## config.mk

```make
export PLATFORM = sky130hd
export DESIGN_NAME = half_precision_multiplier_flat
export DESIGN_NICKNAME = d
export VERILOG_FILES = /design/src/rtl/core/hpm_pkg.sv /design/src/rtl/core/hpm_if.sv /design/src/rtl/core/half_precision_multiplier.sv /design/src/rtl/core/hpm_unpack.sv /design/src/rtl/core/hpm_norm.sv /design/src/rtl/core/hpm_round.sv /design/src/flat_wrapper.sv
export SDC_FILE = /design/constraint.sdc
export NUM_CORES = 1
export LEC_CHECK = 0
export ABC_AREA = 1
export BUFFER_PORTS_ARGS = -buffer_cell sky130_fd_sc_hd__buf_4
export CORE_ASPECT_RATIO = 1.5
export CORE_UTILIZATION = 64
export DETAILED_ROUTE_END_ITERATION = 6
export PLACE_DENSITY_LB_ADDON = 0.12
export SLEW_MARGIN = 5
export SYNTH_ARGS = -nofsm -noshare
export SYNTH_HDL_FRONTEND = slang
export SYNTH_SLANG_ARGS = --single-unit
```

## constraint.sdc

```tcl
create_clock -name clk -period 9.3 [get_ports clk]
set_input_delay 2.325 -clock clk [delete_from_list [all_inputs] [get_ports clk]]
set_output_delay 2.325 -clock clk [all_outputs]
set_load 0.02 [all_outputs]
```

## src/rtl/core/hpm_pkg.sv

```systemverilog
// Package: shared types and constants of the half precision multiplier.
package hpm_pkg;

  localparam int unsigned HalfW  = 16;
  localparam int unsigned SigW   = 11;
  localparam int unsigned ProdW  = 2 * SigW;
  localparam int unsigned LeadW  = 5;

  localparam logic [15:0] ExpField = 16'h7c00;
  localparam logic [15:0] NegMax   = 16'hfbff;
  localparam logic [10:0] Hidden   = 11'h400;
  localparam logic [4:0]  ExpMax   = 5'd31;
  localparam logic [5:0]  Bias     = 6'd15;
  localparam logic signed [5:0] MinExp = -6'sd14;

  // Stage 1 result: decoded operands and significand product.
  typedef struct packed {
    logic              valid;
    logic              special;
    logic [15:0]       spec_res;
    logic              inv;
    logic              sign;
    logic [ProdW-1:0]  prod;
    logic signed [6:0] esum;
  } hpm_s1_t;

  // Stage 2 result: quantum exponent field and alignment shift.
  typedef struct packed {
    logic              valid;
    logic              special;
    logic [15:0]       spec_res;
    logic              inv;
    logic              sign;
    logic [ProdW-1:0]  prod;
    logic [5:0]        qe;
    logic signed [6:0] shamt;
  } hpm_s2_t;

endpackage

```

## src/rtl/core/hpm_if.sv

```systemverilog
// Interfaces: operand and result channels of the half precision multiplier.
interface hpm_in_if;
  logic        valid;
  logic        ready;
  logic [15:0] operand_a;
  logic [15:0] operand_b;
  modport source (output valid, operand_a, operand_b, input ready);
  modport sink   (input valid, operand_a, operand_b, output ready);
endinterface

interface hpm_out_if;
  logic        valid;
  logic        ready;
  logic [15:0] product;
  logic        invalid;
  logic        inexact;
  logic        rounded_up;
  modport source (output valid, product, invalid, inexact, rounded_up, input ready);
  modport sink   (input valid, product, invalid, inexact, rounded_up, output ready);
endinterface

```

## src/rtl/core/half_precision_multiplier.sv

```systemverilog
// Top level: binary16 multiplier, round toward positive infinity.
//
// in_ch carries operand_a and operand_b (raw binary16 patterns); out_ch
// carries product, invalid, inexact and rounded_up. Both use valid/ready;
// an item moves at a clock edge where both are high.
// Pipeline: three register stages (decode and multiply, leading-one search,
// align and round). An accepted item passes through s1, s2 and the result
// register and then shows on out_ch until it is taken. Throughput is one
// item per cycle while out_ch.ready is high; the 11x11 significand
// multiply and the 22-bit leading-one search set the stage depth.
// All stages advance together whenever the result register is empty or
// being taken, so in_ch.ready follows out_ch.ready while the result
// register is full. During a stall every stage holds; nothing is lost or
// repeated. Up to three items can be in flight.
// Reset (rst_n low, synchronous) clears all valid bits; the block takes
// items as soon as reset is released.
module half_precision_multiplier import hpm_pkg::*; (
  input  logic    clk,
  input  logic    rst_n,
  hpm_in_if.sink  in_ch,
  hpm_out_if.source out_ch
);
  logic    en;
  hpm_s1_t s1;
  hpm_s2_t s2;

  // Move the whole pipeline when the output slot frees.
  assign en          = !out_ch.valid || out_ch.ready;
  assign in_ch.ready = en;

  hpm_unpack u_unpack (
    .clk(clk), .rst_n(rst_n), .en(en), .in_valid(in_ch.valid),
    .a(in_ch.operand_a), .b(in_ch.operand_b), .s1_r(s1)
  );

  hpm_norm u_norm (
    .clk(clk), .rst_n(rst_n), .en(en), .s1(s1), .s2_r(s2)
  );

  hpm_round u_round (
    .clk(clk), .rst_n(rst_n), .en(en), .s2(s2),
    .valid_r(out_ch.valid), .product_r(out_ch.product),
    .invalid_r(out_ch.invalid), .inexact_r(out_ch.inexact),
    .rounded_up_r(out_ch.rounded_up)
  );
endmodule

```

## src/rtl/core/hpm_unpack.sv

```systemverilog
// Stage 1: decode operands, classify special cases, multiply significands.
module hpm_unpack import hpm_pkg::*; (
  input  logic        clk,
  input  logic        rst_n,
  input  logic        en,
  input  logic        in_valid,
  input  logic [15:0] a,
  input  logic [15:0] b,
  output hpm_s1_t     s1_r
);
  logic [4:0]  ea_f, eb_f;
  logic [9:0]  fa, fb;
  logic        za, zb, ia, ib, na, nb;
  logic [10:0] sa, sb;
  logic signed [5:0] ea, eb;
  hpm_s1_t     s1_nxt;

  always_comb begin
    ea_f = a[14:10];
    eb_f = b[14:10];
    fa   = a[9:0];
    fb   = b[9:0];
    za = (ea_f == 5'd0) && (fa == 10'd0);
    zb = (eb_f == 5'd0) && (fb == 10'd0);
    ia = (ea_f == ExpMax) && (fa == 10'd0);
    ib = (eb_f == ExpMax) && (fb == 10'd0);
    na = (ea_f == ExpMax) && (fa != 10'd0);
    nb = (eb_f == ExpMax) && (fb != 10'd0);
    sa = (ea_f == 5'd0) ? {1'b0, fa} : (Hidden | {1'b0, fa});
    sb = (eb_f == 5'd0) ? {1'b0, fb} : (Hidden | {1'b0, fb});
    ea = (ea_f == 5'd0) ? MinExp : $signed({1'b0, ea_f} - Bias);
    eb = (eb_f == 5'd0) ? MinExp : $signed({1'b0, eb_f} - Bias);

    s1_nxt.valid = in_valid;
    s1_nxt.sign  = a[15] ^ b[15];
    s1_nxt.inv   = na || nb || (za && ib) || (ia && zb);
    s1_nxt.special = s1_nxt.inv || ia || ib || za || zb;
    // Priority: invalid, infinity, zero.
    priority if (s1_nxt.inv) begin
      s1_nxt.spec_res = 16'h0000;
    end else if (ia || ib) begin
      s1_nxt.spec_res = {s1_nxt.sign, 15'd0} | ExpField;
    end else begin
      s1_nxt.spec_res = {s1_nxt.sign, 15'd0};
    end
    s1_nxt.prod = ProdW'(sa) * ProdW'(sb);
    s1_nxt.esum = 7'(ea) + 7'(eb);
  end

  // Advance stage when the pipeline moves.
  always_ff @(posedge clk) begin
    if (!rst_n) begin
      s1_r.valid <= 1'b0;
    end else if (en) begin
      s1_r.valid <= s1_nxt.valid;
    end
    if (en) begin
      s1_r.special  <= s1_nxt.special;
      s1_r.spec_res <= s1_nxt.spec_res;
      s1_r.inv      <= s1_nxt.inv;
      s1_r.sign     <= s1_nxt.sign;
      s1_r.prod     <= s1_nxt.prod;
      s1_r.esum     <= s1_nxt.esum;
    end
  end
endmodule

```

## src/rtl/core/hpm_norm.sv

```systemverilog
// Stage 2: find leading one, choose result quantum and alignment shift.
module hpm_norm import hpm_pkg::*; (
  input  logic    clk,
  input  logic    rst_n,
  input  logic    en,
  input  hpm_s1_t s1,
  output hpm_s2_t s2_r
);
  logic [LeadW-1:0]  lead;
  logic signed [7:0] e_w;
  logic              tiny;
  hpm_s2_t           s2_nxt;

  always_comb begin
    lead = '0;
    for (int i = 0; i < ProdW; i++) begin
      if (s1.prod[i]) lead = LeadW'(i);
    end
    e_w  = 8'(s1.esum) - 8'sd20 + $signed({3'b000, lead});
    tiny = e_w < -8'sd14;

    s2_nxt.valid    = s1.valid;
    s2_nxt.special  = s1.special;
    s2_nxt.spec_res = s1.spec_res;
    s2_nxt.inv      = s1.inv;
    s2_nxt.sign     = s1.sign;
    s2_nxt.prod     = s1.prod;
    s2_nxt.qe       = tiny ? 6'd0 : 6'(e_w + 8'sd14);
    s2_nxt.shamt    = tiny ? (-7'sd4 - s1.esum) : ($signed({2'b00, lead}) - 7'sd10);
  end

  // Advance stage when the pipeline moves.
  always_ff @(posedge clk) begin
    if (!rst_n) begin
      s2_r.valid <= 1'b0;
    end else if (en) begin
      s2_r.valid <= s2_nxt.valid;
    end
    if (en) begin
      s2_r.special  <= s2_nxt.special;
      s2_r.spec_res <= s2_nxt.spec_res;
      s2_r.inv      <= s2_nxt.inv;
      s2_r.sign     <= s2_nxt.sign;
      s2_r.prod     <= s2_nxt.prod;
      s2_r.qe       <= s2_nxt.qe;
      s2_r.shamt    <= s2_nxt.shamt;
    end
  end
endmodule

```

## src/rtl/core/hpm_round.sv

```systemverilog
// Stage 3: align product, round toward positive, pack result register.
module hpm_round import hpm_pkg::*; (
  input  logic        clk,
  input  logic        rst_n,
  input  logic        en,
  input  hpm_s2_t     s2,
  output logic        valid_r,
  output logic [15:0] product_r,
  output logic        invalid_r,
  output logic        inexact_r,
  output logic        rounded_up_r
);
  logic [ProdW:0]  mask;
  logic [ProdW:0]  rsh;
  logic [11:0]     kept, kept_up;
  logic            rem;
  logic            up;
  logic [16:0]     bits;
  logic            ovf;
  logic [15:0]     product_nxt;
  logic            inexact_nxt, rounded_up_nxt;

  always_comb begin
    mask = ({{ProdW{1'b0}}, 1'b1} << s2.shamt[4:0]) - 1'b1;
    rsh  = {1'b0, s2.prod} >> s2.shamt[4:0];
    if (s2.shamt < 0) begin
      kept = 12'(s2.prod << 4'(-s2.shamt));
      rem  = 1'b0;
    end else begin
      kept = 12'(rsh);
      rem  = |(s2.prod & mask[ProdW-1:0]);
    end
    up      = rem && !s2.sign;
    kept_up = kept + 12'(up);
    bits    = {1'b0, s2.qe, 10'd0} + 17'(kept_up);
    ovf     = bits >= 17'(ExpField);

    // Special results bypass rounding.
    if (s2.special) begin
      product_nxt    = s2.spec_res;
      inexact_nxt    = 1'b0;
      rounded_up_nxt = 1'b0;
    end else if (ovf) begin
      product_nxt    = s2.sign ? NegMax : ExpField;
      inexact_nxt    = 1'b1;
      rounded_up_nxt = !s2.sign;
    end else begin
      product_nxt    = {s2.sign, bits[14:0]};
      inexact_nxt    = rem;
      rounded_up_nxt = up;
    end
  end

  // Hold result while the receiver stalls.
  always_ff @(posedge clk) begin
    if (!rst_n) begin
      valid_r <= 1'b0;
    end else if (en) begin
      valid_r <= s2.valid;
    end
    if (en) begin
      product_r    <= product_nxt;
      invalid_r    <= s2.inv;
      inexact_r    <= inexact_nxt;
      rounded_up_r <= rounded_up_nxt;
    end
  end
endmodule

```

## src/flat_wrapper.sv

```systemverilog
// flat-port wrapper written by rule: the top's interface ports become plain ports
module half_precision_multiplier_flat import hpm_pkg::*;
  (clk, rst_n, in_ch_valid, in_ch_operand_a, in_ch_operand_b, in_ch_ready, out_ch_valid, out_ch_product, out_ch_invalid, out_ch_inexact, out_ch_rounded_up, out_ch_ready);
  hpm_in_if in_ch_i ();
  hpm_out_if out_ch_i ();
  input  logic clk;
  input  logic rst_n;
  input wire logic [$bits(in_ch_i.valid)-1:0] in_ch_valid;
  input wire logic [$bits(in_ch_i.operand_a)-1:0] in_ch_operand_a;
  input wire logic [$bits(in_ch_i.operand_b)-1:0] in_ch_operand_b;
  output wire logic [$bits(in_ch_i.ready)-1:0] in_ch_ready;
  output wire logic [$bits(out_ch_i.valid)-1:0] out_ch_valid;
  output wire logic [$bits(out_ch_i.product)-1:0] out_ch_product;
  output wire logic [$bits(out_ch_i.invalid)-1:0] out_ch_invalid;
  output wire logic [$bits(out_ch_i.inexact)-1:0] out_ch_inexact;
  output wire logic [$bits(out_ch_i.rounded_up)-1:0] out_ch_rounded_up;
  input wire logic [$bits(out_ch_i.ready)-1:0] out_ch_ready;
  assign in_ch_i.valid = in_ch_valid;
  assign in_ch_i.operand_a = in_ch_operand_a;
  assign in_ch_i.operand_b = in_ch_operand_b;
  assign in_ch_ready = in_ch_i.ready;
  assign out_ch_valid = out_ch_i.valid;
  assign out_ch_product = out_ch_i.product;
  assign out_ch_invalid = out_ch_i.invalid;
  assign out_ch_inexact = out_ch_i.inexact;
  assign out_ch_rounded_up = out_ch_i.rounded_up;
  assign out_ch_i.ready = out_ch_ready;
  half_precision_multiplier u_core (.clk(clk), .rst_n(rst_n), .in_ch(in_ch_i), .out_ch(out_ch_i));
endmodule
```

==> summary.md <==
| Metric | Value |
|---|---|
| Status | `finished clean` |
| Layout cells sized above 1 | `8.11%` |
| Reg power frac | `20.7%` |
| Detail Placement HPWL | `about 21000 µm` |
| Syn. warnings | `0` |
| Post-synthesis adder-cell area fraction | `about a quarter` |
| Mux contribution to synthesized area | `0%` |
| Max-slew violations | `0` |
| Routed Antenna Nets | `0` |
| Vias per cell | `~5.6` |
| Critical path fanouts, max | `10` |
| CP Capture Type | `flip-flop` |
| Max-Slew Margin vs Limit | `between 20 and 25%` |
| Post-CTS Resized | `0` |
| Initial antenna violation count | `0` |
| P&R area growth vs syn | `6.95%` |
| DRT Pass-1 Iters | `5` |
| Final Hold Fails | `0` |
| Top post-synthesis cells by count | `378 x nand2_1, 282 x inv_1, 114 x nor2_1, 97 x ha_1, 92 x edfxtp_1` |
| Die width | `about 110 µm` |
| Clock power share | `8.0%` |
| # port buffers | `between 50 and 60` |
| Row cnt | `59` |
| Synth Area in XOR/XNOR | `3.51%` |
| Avg WL per Cell | `15.2 µm` |
| Overall Power | `approximately 4.4 mW` |
| Post-Synth Simple-Gate Area | `about a quarter` |
| Synth top area share | `approximately a quarter` |
| GRT Overall Usage | `30.7%` |
| Final #Nets | `roughly 1.7k` |
| Sequential share of the synthesized area | `approximately 25%` |
| Clk sinks | `between 90 and 100` |
| Post-CTS setup buffers | `0` |
| Maxcap violations | `0` |
| Mapped Area | `about 11000 µm²` |
| Vias | `just under 10k` |
| Count leader, synth | `nand2_1` |
| CTS Buffer Depth | `2` |
| Comb pwr share | `a little under three quarters` |
| Syn Nets | `1712` |
| Num CTS Buffers | `9` |
| Worst path arrival time | `roughly 7700 ps` |
| Asr flop ratio synth | `0%` |
| Initial core utilization | `around two thirds` |
| Sw power | `around 2.3 mW` |
| Yosys reg bits | `95` |
| First-pass GRT wire length | `between 40000 and 50000 µm` |
| Hold/Removal Path Class | `flip-flop to flip-flop` |
| Startpoint Class | `input pin` |
| Clock-pin slew on the worst setup and hold paths | `approximately 70 ps` |
| CTS tree | `yes` |
| Int Pwr | `approximately 2.1 mW` |
| Gpl congestion | `slightly below 1` |
| Initial DRC count | `approximately 610` |
| Largest family of logic cells by synthesized area | `adder cells` |
| Yosys cell types | `58` |
| Post-synth EDFFs | `92` |
| Final worst-path cycle share | `around four fifths` |
| Final setup violation count | `0` |
| Htree depth | `3` |
| DRC Markers | `0` |
| Worst slew pin tran | `between 1000 and 1500 ps` |
| Top FF cell, synth | `edfxtp_1` |
| Peak VDD IR | `0.000195 V` |
| Final wirelength | `between 20000 and 30000 µm` |
| Gr ovfl total | `0` |
| Core Region | `about 17000 µm²` |
| Syn Area/Cell | `roughly 7.5 µm²` |
| Reg-to-reg slack, setup | `2080 ps` |
| N_diodes | `0` |
| Clk_lat worst skew | `about 340 ps` |
| Hold buffer count at CTS | `0` |
| Vias in the first global route | `around 9.7k` |
| CP Class | `input pin to flip-flop` |
| Switching part of the total | `between 50 and 60%` |
| Crit path required time | `around 9400 ps` |
| Synth area leaders | `edfxtp_1 25%, fa_1 15%, nand2_1 13%` |
| Setup Skew | `11.1 ps` |
| Root Driver | `clkbuf_16` |
| Complex-gate fraction of the synthesized area | `9.40%` |
| Die footprint | `about 18000 µm²` |
| Cell leakage power | `about 6.3 nW` |
| Cell taking the most area after synthesis | `edfxtp_1` |
| Largest net degree at the start of global routing | `53` |
| Register area | `between 2000 and 3000 µm²` |
| Synth Instances | `between 1k and 1.5k` |
| Count of boundary I/O pins | `57` |
| Area of the multi-input gates | `between 7000 and 8000 µm²` |
| Final setup TNS | `0 ps` |
| Chip height | `approximately 160 µm` |
| Fillers | `1457` |
| P per Cell Area | `368 nW/µm²` |
| Tmin final | `7620 ps` |
| Highest clock rate | `131 MHz` |
| RSZ-0062 raised after global routing | `false` |
## per-stage QoR
stage	worst slack, ps	utilization (%)	hold WS, ps	cell area [µm²]	cells
global placement	1510	68.2	403	11800	1726
finish	1680	69.8	432	12100	1742
detailed placement	1360	68.2	410	11800	1726
global route	1350	69.8	440	12100	1742
CTS	1710	69.8	428	12100	1742
floorplan	1520	-	400	11300	1496
## state kept, by name, indices dropped and copies added (netlist names)
register                     cells
u_core.u_unpack.s1_r            35
u_core.u_round.valid_r           1
u_core.u_round.rounded_up_r      1
u_core.u_norm.s2_r              40
u_core.u_round.invalid_r         1
u_core.u_round.product_r        16
u_core.u_round.inexact_r         1
## kinds of logic (layout without fill, tap and decap cells)
group,Yosys count,after routing
buffers and inverters,338,371
flip-flops,95,95
XOR/XNOR,43,43
adder cells (fa/ha/maj),180,180
AO/OA/AOI/OAI,189,189
AND/OR/NAND/NOR,651,651
## worst paths after layout
kind | from | end | cells after the start
worst max-delay path | in_ch_operand_b[10] | u_core.u_unpack.s1_r[28] | 25
worst min-delay path | u_core.u_unpack.s1_r[46] | u_core.u_norm.s2_r[52] | 0
worst max register to register | u_core.u_norm.s2_r[0] | u_core.u_round.product_r[10] | 39
worst min register to register | u_core.u_unpack.s1_r[46] | u_core.u_norm.s2_r[52] | 0
## per-layer routing
layer | vias to the layer above | routed length (µm) | track usage [%]
met4 | 0 | 1190 | 15.2
met5 | - | 0 | 0
li1 | 4796 | - | -
met3 | 83 | 800 | 2.53
met1 | 4530 | 10000 | 31.2
met2 | 260 | 14500 | 60.6
## cells in the final DEF, fill, tap and decap left out, types with 4 or more instances in the layout
master and count:
a21oi_1 62, buf_4 61, clkbuf_16 9, edfxtp_1 92, fa_1 83, ha_1 97
inv_1 281, inv_2 7, nand2_1 378, nand2_2 7, nand3_1 90, nand4_1 12
nor2_1 114, nor2_2 9, nor3_1 8, nor4_1 8, o211ai_1 11, o21a_1 4
o21ai_0 74, o21ai_1 13, o22ai_1 4, or2_2 7, xnor2_1 14, xor2_1 28
## power groups by stage
stage	Combinational [mW]	Sequential [mW]	Clock [mW]
finish	3.16	0.916	0.353
global route	3.59	0.936	0.374
CTS	3.15	0.914	0.357
detailed placement	3.11	0.922	0
global placement	3.06	0.916	0
floorplan	2.44	0.898	0
## area by class of cell
cell class | instances | area share (%)
multi-input cells | 1063 | 59.0
flip-flops and latches | 95 | 23.4
inverters | 294 | 9.22
repair buffers | 61 | 3.80
well taps | 213 | 2.21
clock buffers | 10 | 1.90
clock inverters | 6 | 0.457
## worst max-delay path: stages
cell and delay [ps]:
buf_4 120, inv_1 50, ha_1 130, inv_1 30, nor4_1 180, buf_4 200
clkinv_1 310, nand2_1 200, fa_1 430, fa_1 520, fa_1 550, inv_1 50
fa_1 500, fa_1 490, ha_1 360, nand2_1 90, nor2_1 200, nand2_1 70
o21ai_0 330, nand3_1 120, nand2_1 110, a21oi_1 70, nor2_1 80, nor2_1 50
xor2_1 130
No activity file was read; power rests on OpenSTA's default activity.
